**config.mk**
```make
export PLATFORM = sky130hd
export DESIGN_NAME = ntdv_div
export DESIGN_NICKNAME = d
export VERILOG_FILES = /design/src/rtl/core/ntdv_pkg.sv /design/src/rtl/core/ntdv_div.sv
export SDC_FILE = /design/constraint.sdc
export NUM_CORES = 1
export LEC_CHECK = 0
export ABC_CLOCK_PERIOD_IN_PS = 4900
export BUFFER_PORTS_ARGS = -buffer_cell sky130_fd_sc_hd__buf_4
export CORE_UTILIZATION = 30
export CTS_BUF_LIST = sky130_fd_sc_hd__clkbuf_8
export CTS_CLUSTER_SIZE = 14
export DETAILED_ROUTE_END_ITERATION = 8
export PLACE_DENSITY = 0.48
export SLEW_MARGIN = 20
export SYNTH_ARGS = -nofsm -noshare
export SYNTH_HDL_FRONTEND = slang
export SYNTH_SLANG_ARGS = --single-unit
```
**constraint.sdc**
```tcl
create_clock -name clk -period 4.9 [get_ports clk]
set_clock_uncertainty 0.1 [all_clocks]
set_input_delay 0 -clock clk [delete_from_list [all_inputs] [get_ports clk]]
set_output_delay 0 -clock clk [all_outputs]
set_load 0.01 [all_outputs]
```
**src/rtl/core/ntdv_pkg.sv**
```systemverilog
// ntdv_pkg: shared types and constants of the n-tuple value update unit
// used by ntdv_div and ntuple_td_value_update_unit, depends on nothing

package ntdv_pkg;

	localparam int TILE_BITS  = 5;
	localparam int TILE_COUNT = 4;
	localparam int REV_BITS   = TILE_BITS * TILE_COUNT;
	localparam int TUPLES     = 4;
	localparam int WEIGHT_W   = 32;
	localparam int REWARD_W   = 31;

	typedef logic [WEIGHT_W-1:0] weight_t;

	typedef struct packed {
		logic    start;
		weight_t dividend;
	} div_req_t;

	typedef struct packed {
		logic    done;
		weight_t quotient;
	} div_rsp_t;

	function automatic logic [REV_BITS-1:0] tile_reverse(input logic [REV_BITS-1:0] a);
		logic [REV_BITS-1:0] r;
		r = '0;
		for (int t = 0; t < TILE_COUNT; t++) begin
			r[(TILE_COUNT-1-t)*TILE_BITS +: TILE_BITS] = a[t*TILE_BITS +: TILE_BITS];
		end
		return r;
	endfunction

endpackage

```
**src/rtl/core/ntdv_div.sv**
```systemverilog
// ntdv_div: signed division by a constant, truncating toward zero, by a reciprocal
// multiply in two registered 16-bit halves, quotient valid with done, depends on ntdv_pkg

module ntdv_div
	import ntdv_pkg::*;
#(
	parameter int DIVISOR = 16
) (
	input  logic     clk,
	input  logic     arst_n,
	input  div_req_t req,
	output div_rsp_t rsp
);

	localparam int          HALF_W  = WEIGHT_W / 2;
	localparam int          SHIFT   = WEIGHT_W + $clog2(DIVISOR);
	localparam logic [63:0] POW     = 64'd1 << SHIFT;
	localparam logic [63:0] RECIP   = (POW + 64'(DIVISOR) - 64'd1) / 64'(DIVISOR);
	localparam int          RECIP_W = WEIGHT_W + 2;
	localparam int          PART_W  = HALF_W + RECIP_W;
	localparam int          SUM_W   = WEIGHT_W + RECIP_W;
	localparam logic [RECIP_W-1:0] MUL = RECIP[RECIP_W-1:0];

	logic              v_s1;
	logic              v_s2;
	logic              done_q;
	logic              neg_q;
	weight_t           mag_s1;
	logic [PART_W-1:0] lo_s2;
	logic [PART_W-1:0] hi_s2;
	logic [SUM_W-1:0]  sum;
	weight_t           quo_q;

	assign sum = {hi_s2, {HALF_W{1'b0}}} + SUM_W'(lo_s2);

	always_ff @(posedge clk or negedge arst_n) begin
		if (!arst_n) begin
			v_s1   <= 1'b0;
			v_s2   <= 1'b0;
			done_q <= 1'b0;
		end else begin
			v_s1   <= req.start;
			v_s2   <= v_s1;
			done_q <= v_s2;
		end
	end

	always_ff @(posedge clk) begin
		if (req.start) begin
			neg_q  <= req.dividend[WEIGHT_W-1];
			mag_s1 <= req.dividend[WEIGHT_W-1] ? -req.dividend : req.dividend;
		end
		// 16 by 34 bit products
		if (v_s1) begin
			lo_s2 <= PART_W'(mag_s1[HALF_W-1:0]) * PART_W'(MUL);
			hi_s2 <= PART_W'(mag_s1[WEIGHT_W-1:HALF_W]) * PART_W'(MUL);
		end
		if (v_s2) begin
			quo_q <= WEIGHT_W'(sum >> SHIFT);
		end
	end

	assign rsp.done     = done_q;
	assign rsp.quotient = neg_q ? -quo_q : quo_q;

endmodule

```
# [Yosys cells after proc, flatten, opt, wreduce, memory -nomap -nowiden]
# Cells that the tools add are included.
[totals] in_bits=35 ff_bits=98 elab_cells=14 out_inout_bits=33
[classes] n_mux=2 n_addsub=3
[ops] operator="adder 64 x 48 -> 65 bit" n=1
[ops] operator="two-way mux 32 bit" n=1
[ops] operator="negator 30 -> 32 bit" n=1
[ops] operator="negator 32 bit" n=1
[ops] operator="two-way mux 31 bit" n=1

# [Depth between registers and ports, before layout]
# Gate-level depths: netlist of the first run.
[depth] word_depth=2 depth_mapped=6 mapped_depth_nobuf=6

# [Worst setup path after synthesis of the first run]
# Ideal clock, no wire load.
[synth_path] path_kind="reg-to-output" startpoint="reg quo_q[10]" endpoint="out rsp[14] (netlist name)" t_required_ns=4.800 n_path_buf=0 setup_slack_ns=3.112 stages_incl_launch_ff=5 arrival_ns=1.688 cell_sequence="edfxtp_1 or4_4 or4_1 o21ai_1 xnor2_1"
[synth_lines] element="start: declaration" line_no="ntdv_div.sv:32" rtl="weight_t quo_q;"
[synth_lines] element="start signal: assignment" line_no="ntdv_div.sv:59" rtl="quo_q <= WEIGHT_W'(sum >> SHIFT);"
[synth_lines] element="end: declaration" line_no="ntdv_div.sv:12" rtl="output div_rsp_t rsp"

# [Worst setup path after layout of the first run]
[layout_path] startpoint="in req[7] (netlist name)" endpoint="reg mag_s1[12], data pin"
[layout_between] elab_chain_len=2
[layout_lines] element="start: declaration" line_no="ntdv_div.sv:11" rtl="input div_req_t req,"
[layout_lines] element="negator 32 bit" line_no="ntdv_div.sv:51" rtl="mag_s1 <= req.dividend[WEIGHT_W-1] ? -req.dividend : req.dividend;"
[layout_lines] element="two-way mux 31 bit" line_no="ntdv_div.sv:51"
[layout_lines] element="end signal: assignment" line_no="ntdv_div.sv:51"
[layout_lines] element="end: declaration" line_no="ntdv_div.sv:28" rtl="weight_t mag_s1;"
# Every way passes these cells.
# A chain may end at the register's enable or synchronous reset.

==> results of run 1 <==
cell usage in the layout (no fill, tap or decap), types with 2 or more instances in the layout:
master	synthesis	final
nand3_1	2	2
nor3_1	3	3
nand2b_1	2	2
o21ai_0	8	8
o31ai_2	3	3
o41ai_2	7	7
edfxtp_1	85	85
dfrtp_2	0	2
buf_4	2	67
clkinv_2	0	2
nor3_2	2	2
inv_1	5	7
or4_1	5	5
clkinv_1	0	2
o41ai_1	5	5
clkbuf_8	0	9
nand2_1	15	15
nor4_2	2	2
o21ai_1	8	8
nand4_2	3	3
o31ai_1	16	16
or2_1	2	2
nor4_1	7	7
or3_1	3	3
dlygate4sd3_1	0	38
xnor2_1	53	53
o41a_1	4	4
nor2_1	5	5
kinds of logic after synthesis:
group | after synthesis
flip-flops | 88
AND/OR/NAND/NOR | 56
XOR/XNOR | 53
AO/OA/AOI/OAI | 51
buffers and inverters | 16
adder cells (fa/ha/maj) | 1
worst min-delay path, cell delays in order:
cell	delay, ns
buf_4	0.09
or4_1	0.11
nand2_1	0.06
xnor2_1	0.13
path summary, 6_finish.rpt:
kind,slack [ns],depth (start not counted),end,startpoint
max in group asynchronous,4.11,3,v_s1,arst_n
hold / removal,0.07,4,mag_s1[4],req[0]
setup / recovery,2.12,7,mag_s1[12],req[7]
min in group asynchronous,0.43,3,done_q,arst_n
setup reg to reg,3.68,0,lo_s2[43],v_s1
hold reg to reg,0.32,0,quo_q[18],hi_s2[38]
per-stage QoR:
step | hold WS (ns) | total power (W) | cells | cell area [µm²]
floorplan | -0.3956 | 0.001051 | 265 | 3963
global placement | -0.3105 | 0.001157 | 493 | 4629
detailed placement | -0.3087 | 0.001160 | 493 | 4629
CTS | 0.03801 | 0.001637 | 547 | 5189
global route | 0.08903 | 0.001686 | 547 | 5191
finish | 0.06748 | 0.001608 | 547 | 5191
where the power goes:
group | internal, W | switching [W]
Combinational | 0.000128 | 0.0000901
Sequential | 0.000907 | 0.0000414
Clock | 0.000227 | 0.000215
Total | 0.00126 | 0.000346
area by class of cell:
| cell class | count | area, µm² | share of cell area |
|---|---|---|---|
| Sequential cell | 88 | 2630 | 0.5066 |
| Multi-Input combinational cell | 161 | 1265 | 0.2437 |
| Timing Repair Buffer | 105 | 883.3 | 0.1702 |
| Clock inverter | 7 | 55.05 | 0.01060 |
| Inverter | 5 | 18.77 | 0.003615 |
| Tap cell | 172 | 215.2 | 0.04146 |
| Clock buffer | 9 | 123.9 | 0.02386 |
flip-flops by register name (all words and copies together) (netlist names):
register / cells
v_s2: 1
quo_q: 28
lo_s2: 12
hi_s2: 16
neg_q: 1
v_s1: 1
mag_s1: 28
done_q: 1
layer usage:
| metal | up-vias | wire length, µm | GRT usage |
|---|---|---|---|
| met5 | - | 0 | 0 |
| met4 | 0 | 123 | 0.06582 |
| met3 | 7 | 264 | 0.01751 |
| met2 | 50 | 3005 | 0.1653 |
| met1 | 1057 | 3306 | 0.1436 |
| li1 | 1237 | - | - |
==> out/metrics.csv, run 1 <==
stage;metric;value;unit
cells_and_area;final_util;0.4064;
critical_path;crit_family;buffers and inverters;
logic_synthesis;synth_compound_area_frac;0.1111;
critical_path;cp_data_arrival_time;2.77;ns
logic_synthesis;syn_area_per_cell;14.95;µm²
sta;rsz0062_at_grt;no;
global_routing;grtUsageTotal;0.1077;
logic_synthesis;ys_seq_area_frac;0.6631;
clock_network;clk_path_buf_depth;2;
die;row_count;41;
power;p_per_area;309.7;nW/µm²
sta;setup_ws;2.119;ns
logic_synthesis;ys_ff_latch;88;
placed_design;hpwl;4.776;mm
cells_and_area;final_nets;406;
run_status;status;completed;
critical_path;critical_path.cell_chain;dlygate4sd3_1 > buf_4 > nor3_1 > nand3_1 > o41ai_1 > xnor2_1 > dlygate4sd3_1;
drt;num_vias;2351;
logic_synthesis;yosysWarnings;0;
logic_synthesis;yosys.area_share.adder;0.003158;
logic_synthesis;ys.flop_type;edfxtp_1;
cells_and_area;fillers;1216;
logic_synthesis;synth_commonest_cells;edfxtp_1 (85), xnor2_1 (53), o31ai_1 (16);
clock_network;cts_tree;yes;
drt;first_pass_iters;4;
critical_path;critPathMaxFanout;23;
critical_path;slowest_stage;nand3_1;
cells_and_area;drive_above_1_share;0.2667;
logic_synthesis;synth_xor_area_frac;0.1171;
placed_design;place_ws;2.607;ns
global_routing;antenna_found_initial;0;
sta;relSlewSlack;0.3197;
logic_synthesis;syn_nets;301;
logic_synthesis;synth_top_area_frac;0.6441;
critical_path;cp_data_required_time;4.89;ns
sta;finalCritPeriodShare;0.5676;
drt;drc;0;
cells_and_area;area_growth;31.01;%
logic_synthesis;synth_cells;265;
sta;tightest_slew;1.020;ns
die;die-width;116.9;µm
critical_path;critPathKind;input port to register;
logic_synthesis;synth_simple_gate_area_share;0.08778;
logic_synthesis;async_flop_share;0.03409;
sta;setup_violations;0;
clock_network;clk-insertion-delay-late;0.33;ns
die;die_y;116.9;µm
logic_synthesis;synth_top_family_by_area;XOR/XNOR gates;
placed_design;place_congestion;0.6911;
logic_synthesis;synth_top_cell_by_area;edfxtp_1;
sta;max_freq;359.5;MHz
drt;ant_nets;0;
drt;drt_first_iter_violations;139;
clock_network;cts_hold_buf;38;
clock_network;htreeDepth;3;
global_routing;gr-total-overflow;0;
clock_network;clock-root-buffer;clkbuf_8;
clock_network;cts_sinks;88;
power;leakagePower;1.764;nW
die;start_util;0.3102;
clock_network;cts_resized;0;
cells_and_area;antenna_cells;0;
logic_synthesis;synth_edf_count;85;
clock_network;cts_setup_buffers;0;
power;vdd_ir_drop_max;0.1090;mV
critical_path;critPathLaunchType;input port;
logic_synthesis;syn_area;3963;µm²
sta;report.final.slew_viol_count;0;
sta;min_period;2.781;ns
logic_synthesis;yosysMostFrequentCell;edfxtp_1;
drt;wl;6.699;mm
global_routing;grt_pass1_wl;11.12;mm
die;design.core.area;12770;µm²
global_routing;grt_max_degree;33;
critical_path;slowest_delay;0.66;ns
clock_network;numCtsBuffers;9;
drt;routed_via_density;4.298;
placed_design;port_buffers;67;
die;die-area;13670;µm²
critical_path;cp_common_cell;dlygate4sd3_1;
critical_path;cp-end-kind;register;
sta;hold_viol_final;0;
min_path;min_path_type;input port to register;
sta;setup_tns;0;ns
global_routing;first_global_vias;2280;
drt;avgRoutedWirePerCell;12.25;µm
logic_synthesis;synth.area.top_cells;edfxtp_1 (64%), xnor2_1 (12%), o31ai_1 (3.0%);
logic_synthesis;muxShareOfSynthArea;0;
logic_synthesis;ys_types;34;
run;maxCapViolCount;0;
critical_path;critPathBufInv;3;
clock_network;cts.clk_slew.worst_paths;0.07;ns
die;pin_count;68;
Note: power is estimated with default switching activity, not from simulation.
==> run 2: changes to the inputs <==
ABC_AREA = 1   (was unset)
ABC_CLOCK_PERIOD_IN_PS = 2400   (was 4900)
PLACE_DENSITY = 0.49   (was 0.48)
clock period = 2.4 ns   (was 4.9 ns; I/O delays follow)
==> out/metrics.csv, run 2 <==
stage;metric;value;unit;change
critical_path;reg2reg_from;v_s1;;
logic_synthesis;ys.flop_type;edfxtp_1;;
drt;drc;0;;unchanged
sta;rsz0062_at_grt;no;;
min_path;min_path_type;input port to register;;
clock_network;cts_sinks;88;;unchanged
critical_path;cp_data_arrival_time;1.92;ns;-0.85 ns
min_path;whs_path_depth;3;;-1
cells_and_area;stdcell_area;5764;µm²;+11%
cells_and_area;final_cell_mix;nand2_1 (146), edfxtp_1 (85), buf_4 (70), nor2_1 (69), inv_1 (48);;
sta;min_period;2.024;ns;
critical_path;slowest_stage;edfxtp_1;;
cells_and_area;regArea;2628;µm²;about the same
global_routing;grt_pass1_wl;15.76;mm;+42%
drt;wl;9.710;mm;+45%
placed_design;hpwl;7.821;mm;+64%
power;vdd_ir_drop_max;0.2089;mV;+92%
critical_path;critical_path.cell_chain;inv_1 > ha_1 > nand4_1 > o21ai_2 > nand2_1 > nand2_1 > nand2_1 > buf_4;;
placed_design;port_buffers;67;;unchanged
die;design.core.area;14750;µm²;+16%
clock_network;htreeDepth;3;;unchanged
clock_network;cts_setup_buffers;0;;unchanged
cells_and_area;multi_input_area;1763;µm²;+39%
run;maxCapViolCount;0;;unchanged
power;leakagePower;2.430;nW;+38%
critical_path;cp-end-kind;primary output;;
power;p_per_area;558.3;nW/µm²;+80%
logic_synthesis;syn_nets;530;;+76%
critical_path;critPathMaxFanout;4;;-83%
logic_synthesis;yosysWarnings;0;;unchanged
global_routing;grtUsageTotal;0.1265;;+0.01887
critical_path;cp_common_cell;nand2_1;;
critical_path;critPathBufInv;2;;-1
logic_synthesis;synth_cells;494;;+86%
drt;num_vias;3401;;+45%
clock_network;numCtsBuffers;9;;unchanged
sta;setup_violations;0;;unchanged
sta;hold_viol_final;0;;unchanged
cells_and_area;area_growth;24.85;%;
drt;first_pass_iters;4;;unchanged
logic_synthesis;synth_commonest_cells;nand2_1 (146), edfxtp_1 (85), nor2_1 (69);;
placed_design;placed_area;5323;µm²;+15%
logic_synthesis;ys_types;28;;-18%
global_routing;antenna_found_initial;0;;unchanged
cells_and_area;final_nets;632;;+56%
drt;routed_via_density;4.332;;+0.80%
drt;ant_nets;0;;unchanged
sta;setup_tns;0;ns;unchanged
sta;relSlewSlack;0.7528;;+0.4331
cells_and_area;final_common_cell;nand2_1;;
logic_synthesis;ys_seq_area_frac;0.5691;;-0.09398
die;die_y;126.1;µm;+7.8%
global_routing;first_global_vias;3269;;+43%
critical_path;r2r_end;hi_s2[44];;
die;start_util;0.3129;;+0.002708
logic_synthesis;ys_ff_latch;88;;unchanged
critical_path;cp_data_required_time;2.30;ns;-2.59 ns
sta;finalCritPeriodShare;0.8435;;
min_path;hp-start;req[8];;
die;die-width;126.1;µm;+7.8%
cells_and_area;reg.largest.list;mag_s1 (28), quo_q (28), hi_s2 (16);;
critical_path;r2r_slack;1.23;ns;-2.45 ns
placed_design;place_ws;0.7263;ns;-1.881 ns
critical_path;critPathKind;register to primary output;;
clock_network;clk_path_buf_depth;2;;unchanged
global_routing;gr-total-overflow;0;;unchanged
die;pin_count;68;;unchanged
sta;max_freq;494.0;MHz;
logic_synthesis;synth_top_cell_by_area;edfxtp_1;;
logic_synthesis;yosysMostFrequentCell;nand2_1;;
clock_network;clk-insertion-delay-late;0.34;ns;about the same
die;row_count;44;;+7.3%
critical_path;crit_family;flip-flops;;
placed_design;place_congestion;0.8552;;+24%
cells_and_area;drive_above_1_share;0.2047;;-0.06201
clock_network;cts_tree;yes;;
sta;setup_ws;0.3757;ns;-1.743 ns
logic_synthesis;async_flop_share;0.03409;;unchanged
logic_synthesis;synth_top_area_frac;0.5528;;-0.09130
critical_path;critPathLaunchType;register;;
logic_synthesis;syn_area;4617;µm²;+17%
cells_and_area;final_util;0.3907;;-0.01572
logic_synthesis;synth_edf_count;85;;unchanged
clock_network;cts.clk_slew.worst_paths;0.07;ns;about the same
run_status;status;completed;;
cells_and_area;antenna_cells;0;;unchanged
sta;report.final.slew_viol_count;0;;unchanged
critical_path;cp.depth;8;;+1
logic_synthesis;synth.area.top_cells;edfxtp_1 (55%), nand2_1 (12%), nor2_1 (5.6%);;
sta;tightest_slew;0.3707;ns;-0.6497 ns
global_routing;grt_max_degree;31;;-6.1%
logic_synthesis;syn_area_per_cell;9.346;µm²;-37%
clock_network;clock-root-buffer;clkbuf_8;;
critical_path;ff2ff_path_depth;1;;+1
min_path;min_to;mag_s1[8];;
drt;avgRoutedWirePerCell;12.37;µm;+1.0%
clock_network;cts_hold_buf;29;;-24%
die;die-area;15890;µm²;+16%
cells_and_area;fillers;1480;;+22%
drt;drt_first_iter_violations;180;;+29%
clock_network;cts_resized;0;;unchanged
critical_path;slowest_delay;0.44;ns;-0.22 ns
==> run 2: changes by cell type after synthesis, moves of 16 or more <==
cell / previous run / this run
nor2_1: 5 / 69
nand2_1: 15 / 146
o31ai_1: 16 / 0
xnor2_1: 53 / 7
inv_1: 5 / 43
nand3_1: 2 / 41
xor2_1: 0 / 19
==> run 2: routing by layer <==
metal,global-route usage,up-vias,routed length (µm)
met3,0.01997,10,357
met1,0.1607,1486,4728
li1,-,1813,-
met4,0.04961,0,183
met5,0,-,0
met2,0.2158,92,4441
==> run 2: power by group <==
group,leakage (nW),internal (W),switching [W]
combinational,1.47,0.000235,0.000295
sequential,0.866,0.00184,0.0000542
clock,0.0968,0.000352,0.000438
total,2.43,0.00243,0.000787
==> run 2: cell families (layout without fill, tap and decap cells) <==
group	after synthesis	after routing	synth area share
flip-flops	88	88	0.5691
AO/OA/AOI/OAI	20	20	0.02818
XOR/XNOR	26	26	0.04932
buffers and inverters	55	162	0.04905
AND/OR/NAND/NOR	304	304	0.3016
adder cells (fa/ha/maj)	1	1	0.002710
==> run 2: tightest hold or removal path: stages <==
cell and delay [ns]:
buf_4 0.09, inv_1 0.06, xor2_1 0.17
==> run 2: worst max path at each step <==
stage                  start      end  slack [ns]
floorplan           quo_q[1]  rsp[16]        1.04
global placement    quo_q[1]  rsp[18]        0.79
detailed placement  quo_q[1]  rsp[18]        0.73
CTS                 quo_q[1]  rsp[18]        0.33
global route        quo_q[1]  rsp[18]        0.24
finish              quo_q[1]  rsp[18]        0.38
==> run 2: area by class of cell <==
class | instances | area share
Inverter | 47 | 0.03061
Tap cell | 184 | 0.03994
Clock buffer | 9 | 0.02149
Multi-Input combinational cell | 351 | 0.3058
Timing Repair Buffer | 99 | 0.1415
Sequential cell | 88 | 0.4558
Clock inverter | 7 | 0.004775
==> run 2: per-stage QoR <==
stage               instances  total power, W  hold WS (ns)
floorplan                 494        0.002191       -0.3956
global placement          740        0.002426       -0.3087
detailed placement        740        0.002436       -0.3082
CTS                       785        0.003268    0.00009176
global route              785        0.003374       0.05018
finish                    785        0.003218       0.01872
==> run 3: changes to the inputs <==
ABC_AREA = 0   (was 1)
ABC_CLOCK_PERIOD_IN_PS = 2100   (was 2400)
PLACE_DENSITY = 0.48   (was 0.49)
clock period = 2.1 ns   (was 2.4 ns; I/O delays follow)
==> out/metrics.csv, run 3 (synthesis results as in run 1) <==
stage;metric;value;unit;change
critical_path;critPathLaunchType;register;;
power;leakagePower;2.065;nW;-15%
clock_network;numCtsBuffers;9;;unchanged
sta;tightest_slew;0.4985;ns;+0.1278 ns
cells_and_area;reg.largest.list;mag_s1 (28), quo_q (28), hi_s2 (16);;
cells_and_area;regArea;2628;µm²;unchanged
placed_design;hpwl;4.931;mm;-37%
cells_and_area;final_common_cell;buf_4;;
global_routing;first_global_vias;2508;;-23%
drt;avgRoutedWirePerCell;13.12;µm;+6.0%
global_routing;grt_max_degree;33;;+6.5%
sta;report.final.slew_viol_count;0;;unchanged
placed_design;place_ws;0.04834;ns;-0.6780 ns
die;pin_count;68;;unchanged
placed_design;place_congestion;0.7529;;-12%
min_path;min_path_type;input port to register;;
critical_path;cp_data_required_time;2.00;ns;-0.30 ns
clock_network;htreeDepth;3;;unchanged
critical_path;cp_common_cell;or4_4;;
cells_and_area;final_nets;450;;-29%
cells_and_area;instances_no_fill;591;;-25%
cells_and_area;fillers;1152;;-22%
sta;setup_violations;18;;+18
die;row_count;41;;-6.8%
drt;drc;0;;unchanged
die;start_util;0.3102;;-0.002708
drt;num_vias;2639;;-22%
clock_network;cts_sinks;88;;unchanged
drt;first_pass_iters;4;;unchanged
global_routing;antenna_found_initial;0;;unchanged
clock_network;clk-insertion-delay-late;0.35;ns;about the same
placed_design;port_buffers;67;;unchanged
run_status;violations;negative setup slack;;
drt;ant_nets;0;;unchanged
critical_path;cp-end-kind;primary output;;
critical_path;cp_data_arrival_time;2.18;ns;+0.26 ns
die;die_y;116.9;µm;-7.2%
clock_network;cts.clk_slew.worst_paths;0.08;ns;about the same
critical_path;critPathMaxFanout;3;;-1
cells_and_area;final_util;0.4597;;+0.06900
global_routing;gr-total-overflow;0;;unchanged
cells_and_area;antenna_cells;0;;unchanged
global_routing;grt_pass1_wl;12.35;mm;-22%
cells_and_area;drive_above_1_share;0.4105;;+0.2058
clock_network;cts_tree;yes;;
critical_path;slowest_stage;or4_4;;
cells_and_area;area_growth;48.18;%;
clock_network;clock-root-buffer;clkbuf_8;;
sta;max_freq;437.7;MHz;
run;maxCapViolCount;0;;unchanged
sta;finalCritPeriodShare;1.088;;
cells_and_area;final_cell_mix;buf_4 (97), edfxtp_1 (85), xnor2_1 (52), dlygate4sd3_1 (40), nand2_1 (12);;
clock_network;clk_path_buf_depth;2;;unchanged
sta;relSlewSlack;0.6677;;-0.08518
sta;setup_ws;-0.1849;ns;-0.5606 ns
critical_path;slowest_delay;0.58;ns;+0.14 ns
cells_and_area;multi_input_area;1553;µm²;-12%
drt;wl;7.752;mm;-20%
sta;rsz0062_at_grt;yes;;
power;vdd_ir_drop_max;0.2541;mV;+22%
critical_path;critPathKind;register to primary output;;
drt;routed_via_density;4.465;;+3.1%
die;die-width;116.9;µm;-7.2%
power;p_per_area;666.3;nW/µm²;+19%
run_status;status;finished, violations left;;
critical_path;critical_path.cell_chain;or4_4 > or4_4 > o21ai_2 > xnor2_1 > buf_4;;
drt;drt_first_iter_violations;164;;-8.9%
die;design.core.area;12770;µm²;-13%
sta;hold_viol_final;0;;unchanged
global_routing;grtUsageTotal;0.1195;;-0.007054
sta;min_period;2.285;ns;
die;die-area;13670;µm²;-14%
placed_design;dp.cells;503;;-32%
-- run 3: timing repair --
item,in CTS,in global routing
endpoints found under the hold margin,62,0
cloned,1,0
resized for setup,30,28
buffers inserted,21,10
endpoints found under the setup margin,23,27
hold buffers,41,0
pin swaps,14,17
-- run 3: cell type report --
cell class | instances | share of cell area
clock inverter | 7 | 0.01087
sequential | 88 | 0.4475
tap | 172 | 0.03665
inverter | 5 | 0.003196
clock buffer | 9 | 0.02110
timing repair buffer | 148 | 0.2163
multi-input combinational | 162 | 0.2644
-- run 3: layer usage --
layer,GRT usage,part of all wire,up-vias
met5,0,0,-
met4,0.05738,0.022,0
met3,0.02626,0.043,10
met2,0.1858,0.47,59
met1,0.1590,0.47,1240
li1,-,-,1330
-- run 3: final timing paths --
path                               start          to  slack [ns]  depth (start not counted)
worst max register to register      v_s2    quo_q[8]        0.98                          1
worst min register to register      v_s2      done_q        0.29                          0
worst min-delay path             req[16]  mag_s1[17]        0.01                          3
min in group asynchronous         arst_n      done_q        0.43                          3
max in group asynchronous         arst_n        v_s1        1.32                          3
worst max-delay path            quo_q[8]     rsp[14]       -0.18                          5
-- run 3: power breakdown --
part	internal (W)	switching, W	total, W
sequential	0.00212	0.0000660	0.00218
combinational	0.000362	0.000289	0.000651
clock	0.000538	0.000541	0.00108
-- run 3: through the flow --
| stage | total power [W] | area [µm²] | TNS, ns | hold WS (ns) |
|---|---|---|---|---|
| 2_1_floorplan | 0.002452 | 3963 | 0 | -0.3956 |
| 3_3_place_gp | 0.002708 | 4705 | 0 | -0.3110 |
| 3_5_place_dp | 0.002717 | 4705 | 0 | -0.3067 |
| 4_1_cts | 0.003938 | 5655 | -1.872 | 0.002028 |
| 5_1_grt | 0.004099 | 5872 | -4.291 | 0.02399 |
| 6_report | 0.003912 | 5872 | -2.015 | 0.01005 |
-- run 3: critical path, delay by kind of cell, from the launching register on --
kind                      cells  cell delay (ns)
AOI/OAI and AO/OA             1             0.14
xor gates and xnor gates      1             0.13
buffers and inverters         1             0.14
DFF                           1             0.42
and+or+nand+nor               2             1.02
